File: config.mk
export PLATFORM = sky130hd
export DESIGN_NAME = chfge_ctrl
export DESIGN_NICKNAME = d
export VERILOG_FILES = /design/src/rtl/chfge_pkg.sv /design/src/rtl/chfge_ctrl.sv
export SDC_FILE = /design/constraint.sdc
export NUM_CORES = 1
export LEC_CHECK = 0
export BUFFER_PORTS_ARGS = -buffer_cell sky130_fd_sc_hd__clkbuf_2
export CELL_PAD_IN_SITES_DETAIL_PLACEMENT = 0
export CELL_PAD_IN_SITES_GLOBAL_PLACEMENT = 1
export CORE_ASPECT_RATIO = 0.8
export CORE_MARGIN = 4
export CORE_UTILIZATION = 37
export CTS_BUF_LIST = sky130_fd_sc_hd__clkbuf_8
export DETAILED_ROUTE_END_ITERATION = 7
export GPL_TIMING_DRIVEN = 1
export HOLD_SLACK_MARGIN = 0.02
export PLACE_DENSITY_LB_ADDON = 0.1
export REMOVE_ABC_BUFFERS = 1
export SYNTH_ARGS = -nofsm -noshare
export SYNTH_HDL_FRONTEND = slang
export SYNTH_SLANG_ARGS = --single-unit
File: constraint.sdc
create_clock -name clk -period 2.15 [get_ports clk]
set_input_delay 0.215 -clock clk [delete_from_list [all_inputs] [get_ports clk]]
set_output_delay 0.215 -clock clk [all_outputs]
set_load 0.02 [all_outputs]
File: src/rtl/chfge_pkg.sv
// Shared constants, opcodes, action codes and handshake structs for the CH-form gate engine.
package chfge_pkg;

    localparam int MAX_QUBITS = 64;
    localparam int QW         = $clog2(MAX_QUBITS);
    localparam int CW         = QW + 1;

    localparam logic [9:0] POWER_MAX = 10'd1023;

    // request opcodes
    localparam logic [3:0] OP_SL    = 4'd0;
    localparam logic [3:0] OP_SR    = 4'd1;
    localparam logic [3:0] OP_CZL   = 4'd2;
    localparam logic [3:0] OP_CZR   = 4'd3;
    localparam logic [3:0] OP_CXL   = 4'd4;
    localparam logic [3:0] OP_CXR   = 4'd5;
    localparam logic [3:0] OP_SWAPR = 4'd6;
    localparam logic [3:0] OP_XL    = 4'd7;
    localparam logic [3:0] OP_HL    = 4'd8;
    localparam logic [3:0] OP_LOAD  = 4'd9;

    // datapath actions issued by the controller
    localparam logic [3:0] ACT_NONE  = 4'd0;
    localparam logic [3:0] ACT_LAT_A = 4'd1;
    localparam logic [3:0] ACT_LAT_B = 4'd2;
    localparam logic [3:0] ACT_SL    = 4'd3;
    localparam logic [3:0] ACT_CZL1  = 4'd4;
    localparam logic [3:0] ACT_CZL2  = 4'd5;
    localparam logic [3:0] ACT_CXL   = 4'd6;
    localparam logic [3:0] ACT_XL    = 4'd7;
    localparam logic [3:0] ACT_HL    = 4'd8;
    localparam logic [3:0] ACT_RPREP = 4'd9;
    localparam logic [3:0] ACT_SWEEP = 4'd10;
    localparam logic [3:0] ACT_LOAD  = 4'd11;

    typedef logic [MAX_QUBITS-1:0] row_t;

    typedef struct packed {
        logic          take;
        logic          rd_en;
        logic [QW-1:0] rd_addr;
        logic [3:0]    act;
        logic          emit;
    } cmd_t;

    typedef struct packed {
        logic [3:0]    op;
        logic          bad;
        logic          need_res;
        logic [QW-1:0] qa;
        logic [QW-1:0] qb;
        logic [CW-1:0] qcount;
    } sts_t;

    // bit of a word selected by a one-hot mask
    function automatic logic bit_sel(input row_t w, input row_t m);
        bit_sel = |(w & m);
    endfunction

    // exchange two columns given as one-hot masks
    function automatic row_t swap_cols(input row_t w, input row_t ma, input row_t mb);
        logic d;
        d = bit_sel(w, ma) ^ bit_sel(w, mb);
        swap_cols = w ^ (d ? (ma | mb) : '0);
    endfunction

endpackage

File: src/rtl/chfge_ctrl.sv
// Controller state machine: sequences row reads, gate actions and row sweeps.
module chfge_ctrl
    import chfge_pkg::*;
(
    input  logic clk,
    input  logic rst_n,
    input  logic in_valid,
    output logic in_ready,
    input  logic out_ready,
    output logic out_valid,
    output logic cfg_ready,
    input  sts_t sts,
    output cmd_t cmd
);

    localparam logic [3:0] S_IDLE  = 4'd0;
    localparam logic [3:0] S_DEC   = 4'd1;
    localparam logic [3:0] S_RDA   = 4'd2;
    localparam logic [3:0] S_LATA  = 4'd3;
    localparam logic [3:0] S_LATB  = 4'd4;
    localparam logic [3:0] S_EXEC  = 4'd5;
    localparam logic [3:0] S_EXEC2 = 4'd6;
    localparam logic [3:0] S_HCHK  = 4'd7;
    localparam logic [3:0] S_RPREP = 4'd8;
    localparam logic [3:0] S_SWEEP = 4'd9;
    localparam logic [3:0] S_TAIL  = 4'd10;
    localparam logic [3:0] S_DONE  = 4'd11;

    logic [3:0]    state_reg, state_next;
    logic [CW-1:0] cnt_reg, cnt_next;
    logic          ovld_reg, ovld_next;

    assign in_ready  = (state_reg == S_IDLE);
    assign cfg_ready = (state_reg == S_IDLE);
    assign out_valid = ovld_reg;

    // next state and commands
    always_comb
    begin
        state_next  = state_reg;
        cnt_next    = cnt_reg;
        cmd         = '0;
        cmd.act     = ACT_NONE;
        unique case (state_reg)
            S_IDLE:
            begin
                if (in_valid)
                begin
                    cmd.take   = 1'b1;
                    state_next = S_DEC;
                end
            end
            S_DEC:
            begin
                cnt_next = '0;
                if (sts.bad)
                begin
                    state_next = S_DONE;
                end
                else
                begin
                    case (sts.op) inside
                        OP_LOAD:
                        begin
                            cmd.act    = ACT_LOAD;
                            state_next = S_DONE;
                        end
                        OP_SR, OP_CZR, OP_CXR, OP_SWAPR:
                            state_next = S_SWEEP;
                        default:
                            state_next = S_RDA;
                    endcase
                end
            end
            S_RDA:
            begin
                cmd.rd_en   = 1'b1;
                cmd.rd_addr = sts.qa;
                state_next  = S_LATA;
            end
            S_LATA:
            begin
                cmd.act = ACT_LAT_A;
                if (sts.op == OP_CZL || sts.op == OP_CXL)
                begin
                    cmd.rd_en   = 1'b1;
                    cmd.rd_addr = sts.qb;
                    state_next  = S_LATB;
                end
                else
                begin
                    state_next = S_EXEC;
                end
            end
            S_LATB:
            begin
                cmd.act    = ACT_LAT_B;
                state_next = S_EXEC;
            end
            S_EXEC:
            begin
                state_next = S_DONE;
                case (sts.op)
                    OP_SL:  cmd.act = ACT_SL;
                    OP_CZL:
                    begin
                        cmd.act    = ACT_CZL1;
                        state_next = S_EXEC2;
                    end
                    OP_CXL: cmd.act = ACT_CXL;
                    OP_XL:  cmd.act = ACT_XL;
                    OP_HL:
                    begin
                        cmd.act    = ACT_HL;
                        state_next = S_HCHK;
                    end
                    default: cmd.act = ACT_NONE;
                endcase
            end
            S_EXEC2:
            begin
                cmd.act    = ACT_CZL2;
                state_next = S_DONE;
            end
            S_HCHK:
                state_next = sts.need_res ? S_RPREP : S_DONE;
            S_RPREP:
            begin
                cmd.act    = ACT_RPREP;
                cnt_next   = '0;
                state_next = S_SWEEP;
            end
            S_SWEEP:
            begin
                // read row cnt while the previous row is written back
                cmd.rd_en   = 1'b1;
                cmd.rd_addr = cnt_reg[QW-1:0];
                if (cnt_reg != '0)
                    cmd.act = ACT_SWEEP;
                if (cnt_reg == sts.qcount - CW'(1))
                    state_next = S_TAIL;
                else
                    cnt_next = cnt_reg + CW'(1);
            end
            S_TAIL:
            begin
                cmd.act    = ACT_SWEEP;
                state_next = S_DONE;
            end
            S_DONE:
            begin
                if (!ovld_reg || out_ready)
                begin
                    cmd.emit   = 1'b1;
                    state_next = S_IDLE;
                end
            end
            default:
                state_next = S_IDLE;
        endcase
    end

    // output beat flag
    always_comb
    begin
        if (cmd.emit)
            ovld_next = 1'b1;
        else if (out_ready)
            ovld_next = 1'b0;
        else
            ovld_next = ovld_reg;
    end

    always_ff @(posedge clk or negedge rst_n)
    begin
        if (!rst_n)
        begin
            state_reg <= S_IDLE;
            cnt_reg   <= '0;
            ovld_reg  <= 1'b0;
        end
        else
        begin
            state_reg <= state_next;
            cnt_reg   <= cnt_next;
            ovld_reg  <= ovld_next;
        end
    end

endmodule

# --- Yosys cells after proc, flatten, opt, wreduce, memory -nomap -nowiden ---
# Cells that the tools add are included.
totals:
  ram_bits: 0
  memories: 0
  regBits: 12
  romBits: 0
  latchBits: 0
classes:
  magnitude_cmp: 0
  bitwise: 0
  div_mod_pow: 0
  shifts: 0
  n_mul: 0
  muxes: 25
  reduce_logical: 13
  addsub: 2
  eq_ne: 25
ops:
  columns: ["cell", "count"]
  rows:
  - ["4-bit one-hot mux with 11 select lines", 1]
  - ["4-bit two-way mux", 9]
  - ["4-bit by 3-bit equality test with 1-bit output (second input constant)", 8]
  - ["4-bit one-hot mux with 8 select lines", 1]
  - ["4-bit equality test (second input constant)", 6]
  - ["7-bit one-hot mux with 3 select lines", 1]
  - ["4-bit one-hot mux with 5 select lines", 1]
  - ["4-bit by 2-bit equality test with 1-bit output (second input constant)", 4]
  - ["7-bit two-way mux", 2]
  - ["7-bit one-hot mux with 2 select lines", 1]
  - ["4-bit by 1-bit equality test with 1-bit output (second input constant)", 2]
  - ["4-bit zero test", 2]
  - ["2-bit inequality test (second input constant)", 4]
  - ["4-bit one-hot mux with 2 select lines", 1]
  - ["7-bit by 1-bit adder with 7-bit output (second input constant)", 1]
  - ["7-bit equality test", 1]
  - ["1-bit two-way mux", 7]
  - ["7-bit nonzero test", 1]
  - ["7-bit by 1-bit subtractor with 7-bit output (second input constant)", 1]
  - ["2-bit nonzero test", 2]
  - ["2-bit OR reduction", 2]
  - ["4-bit OR reduction", 1]
  - ["3-bit AND reduction", 1]
  - ["1-bit logical OR", 2]
  - ["3 further kinds", 3]

# --- Depth between registers and ports, before layout ---
depth:
  word_depth: 6
  depth_mapped: 9
  depth_no_buf: 8

# --- Worst setup path before layout ---
# Ideal clock, no wire load.
synth_timing:
  path_type: "reg2reg"
  start: "reg state_reg[0]"
  end: "reg state_reg[1]"
  period_less_slack_ns: 1.986
  setup_slack_ns: 0.164
  t_required_ns: 2.018
  stages_incl_launch_ff: 7
  path_buffers: 1
  setup_ns: 0.132
  arrival_ns: 1.854
  cell_sequence: "dfrtp_1 clkbuf_1 nor4_1 nor2b_1 a221oi_1 o21ai_0 o32ai_1"
synth_between:
  elab_chain_cells: 3
  word_cells_on_any_way: 18
  classes_between: "eq/ne (14); mux (1); reduce/logical (3)"
synth_lines:
  columns: ["element", "line", "text"]
  rows:
  - ["start, declared", "chfge_ctrl.sv:29", "logic [3:0] state_reg, state_next;"]
  - ["start signal, assigned", "chfge_ctrl.sv:184", "state_reg <= state_next;"]
  - ["4-bit zero test (*)", null, null]
  - ["named net cfg_ready", "chfge_ctrl.sv:11", "output logic cfg_ready,"]
  - ["2-bit inequality test (no source line)", null, null]
  - ["3-bit AND reduction (no source line)", null, null]
# The timed path passes the listed nets; every way through them passes the cells marked *.
# A chain may end at the register's enable or synchronous reset.

==> flow_metrics.env <==
export IMPL_status="complete, no violations"
export IMPL_wl_per_cell_microns=14.75
export IMPL_drive_above_1_share_pct=29.73
export IMPL_fin_skew_ns=0.008743
export IMPL_netlist_area_leader_share_pct=22.30
export IMPL_maxCapViolCount=0
export IMPL_critPathRequiredTime_ns=1.93
export IMPL_pin_count=45
export IMPL_internal_power_w=0.0009849
export IMPL_ys_types=46
export IMPL_cts_root_buffer="clkbuf_8"
export IMPL_initial_core_util_pct=38.79
export IMPL_ys_seq_elements=12
export IMPL_dieHeight_microns=61.95
export IMPL_seq_area_sq_um=301.5
export IMPL_areaGrowthSynthToFinish_pct=24.91
export IMPL_powerDensity_mw_per_mm2=1167
export IMPL_numCtsBuffers=3
export IMPL_final_setup_viol_count=0
export IMPL_power_frac_seq_pct=21.6
export IMPL_grt_pass1_vias=1386
export IMPL_synthTopCellsByCount="inv_1 (14), a21oi_1 (12), dfrtp_1 (12), o21ai_0 (11), xnor2_1 (11)"
export IMPL_worstSetupEndpointType="primary output"
export IMPL_synth_edf_count=0
export IMPL_syn_area_sq_mm=0.001346
export IMPL_fin_util_pct=48.45
export IMPL_finalPower_w=0.001963
export IMPL_cts_tree="yes"
export IMPL_dieArea_sq_mm=0.004674
export IMPL_syn_inst=177
export IMPL_critPathLaunchType="flip-flop"
export IMPL_largest_register_ffs=7
export IMPL_max_freq_mhz=504.0
export IMPL_stdcell_count=264
export IMPL_gp_congestion=0.7839
export IMPL_num_fill_cells=384
export IMPL_drc=0
export IMPL_clk_path_buf_depth=2
export IMPL_vdd_drop_max_uv=607.6
export IMPL_core_area_sq_mm=0.003471
export IMPL_overflow=0
export IMPL_fin_crit_sh_pct=92.28
export IMPL_fin_nets=256
export IMPL_async_flop_share_pct=100.0
export IMPL_crit_fanout=7
export IMPL_whs_ns=0.2625
export IMPL_power_leakage_nw=0.7956
export IMPL_period_minus_slack_ns=1.984
export IMPL_antenna_found_initial=0
export IMPL_yosys_warnings=0
export IMPL_holdCritPathClass="input pin to flip-flop"
export IMPL_clock_sinks=12
export IMPL_swShare_pct=49.83
export IMPL_hold_violations=0
export IMPL_drt_iter0_markers=89
export IMPL_synth_flop_cell="dfrtp_1"
export IMPL_post_drt_via_cell_ratio=5.545
export IMPL_ant_nets=0
export IMPL_rrSetupSlack_ns=0.30
export IMPL_synth_top_cells_by_area="dfrtp_1 (22%), xnor2_1 (7.2%), a21oi_1 (4.5%), a222oi_1 (4.5%), o21ai_0 (4.1%)"
export IMPL_clkPwrFrac_pct=10.4
export IMPL_switchingPower_w=0.0009782
export IMPL_firstDrtPassIters=6
export IMPL_yosysMostFrequentCell="inv_1"
export IMPL_multiInputGateArea_sq_um=920.9
export IMPL_rsz0062_at_grt="no"
export IMPL_globalRouteTotalUtil_pct=17.78
export IMPL_clock_latency_ns=0.25
export IMPL_grt_pass1_wl_microns=6368
export IMPL_drv_slew=0
export IMPL_io_buffers=44
export IMPL_crit_arrival_ns=1.77
export IMPL_routed_wl_microns=3895
export IMPL_antenna_cells=0
export IMPL_path_clk_slew_ns=0.05
export IMPL_yosysSeqAreaShare_pct=22.30
export IMPL_dp_cells=260
export IMPL_synth_area_per_cell_sq_um=7.606
export IMPL_maxSlewHeadroom_pct=58.81
export IMPL_vias=1464
export IMPL_crit_type="flip-flop to primary output"
export IMPL_die_w_microns=75.44
export IMPL_comb_power_share_pct=68.0
export IMPL_num_rows=19
export IMPL_tightest_slew_ns=0.6131
export IMPL_synth_top_area_cell="dfrtp_1"
export IMPL_hpwl_microns=3107
export IMPL_cts_max_level=1
export IMPL_grt_max_degree=14
==> logic make-up (layout without fill, tap and decap cells) <==
family | count (synthesis) | after routing | share of synthesized area (%)
AO/OA/AOI/OAI | 51 | 51 | 26.21
buffers and inverters | 28 | 73 | 9.665
XOR/XNOR | 15 | 15 | 10.78
AND/OR/NAND/NOR | 65 | 65 | 25.93
flip-flops | 12 | 12 | 22.30
adder cells (fa/ha/maj) | 3 | 3 | 2.788
multiplexers | 3 | 3 | 2.323
==> through the flow <==
| step | setup TNS [ns] | setup slack [ns] | instance area, sq um |
|---|---|---|---|
| final | 0 | 0.1659 | 1682 |
| after global routing | 0 | 0.003588 | 1682 |
| after CTS | 0 | 0.01669 | 1675 |
| after detailed placement | 0 | 0.2039 | 1624 |
| after global placement | 0 | 0.2471 | 1624 |
| after floorplan | -0.8899 | -0.3687 | 1269 |
==> worst max-delay path, cell delays in order (launching register included) <==
cell      delay, ns
dfrtp_1        0.42
nand2_1        0.20
nor2_1         0.11
buf_4          0.17
a222oi_1       0.37
inv_1          0.09
clkbuf_2       0.16
==> layout make-up <==
type / instances / share of cell area, %
repair buffers: 56 / 18.60
flip-flops and latches: 12 / 17.93
well taps: 42 / 3.125
clock buffers: 3 / 2.455
inverters: 14 / 3.125
multi-input cells: 137 / 54.76
==> per-layer routing <==
metal  vias up  global-route usage (%)  routed length, microns
li1        733                       -                       -
met1       685                   27.13                    1964
met2        40                   25.83                    1586
met3         6                   1.768                     291
met4         0                   6.484                      52
met5         -                       0                       0
==> power groups by stage <==
| stage | Clock [W] | Combinational [W] | Sequential [W] |
|---|---|---|---|
| finish | 0.000205 | 0.00133 | 0.000424 |
| global route | 0.000225 | 0.00148 | 0.000443 |
| CTS | 0.000209 | 0.00133 | 0.000417 |
| detailed placement | 0 | 0.00132 | 0.000420 |
| global placement | 0 | 0.00132 | 0.000418 |
| floorplan | 0 | 0.000789 | 0.000469 |
==> cell usage in the layout, fill, tap and decap left out, types with 6 or more instances in the layout <==
| cell type | n |
|---|---|
| a222oi_1 | 6 |
| dfrtp_1 | 11 |
| nand2_1 | 10 |
| o21ai_0 | 11 |
| nand3_1 | 6 |
| nor2_1 | 10 |
| xnor2_1 | 11 |
| buf_4 | 11 |
| clkbuf_2 | 44 |
| inv_1 | 14 |
| a21oi_1 | 12 |
| nand2b_1 | 7 |
| nor3_1 | 6 |
==> worst paths after layout <==
path / from / to / cells past startpoint
worst max-delay path: state_reg[3] / cmd[10] / 6
worst min-delay path: in_valid / state_reg[0] / 3
worst max register to register: cnt_reg[2] / cnt_reg[3] / 6
worst min register to register: state_reg[3] / state_reg[2] / 1
max in group asynchronous: rst_n / state_reg[1] / 2
min in group asynchronous: rst_n / state_reg[0] / 2
==> what timing repair did <==
action	4_1_cts	5_1_grt
gates resized for setup	0	2
setup buffers	0	0
setup endpoints to repair	0	7
hold buffers	1	0
hold endpoints to repair	12	0
Note: power is estimated with default switching activity, not from simulation.
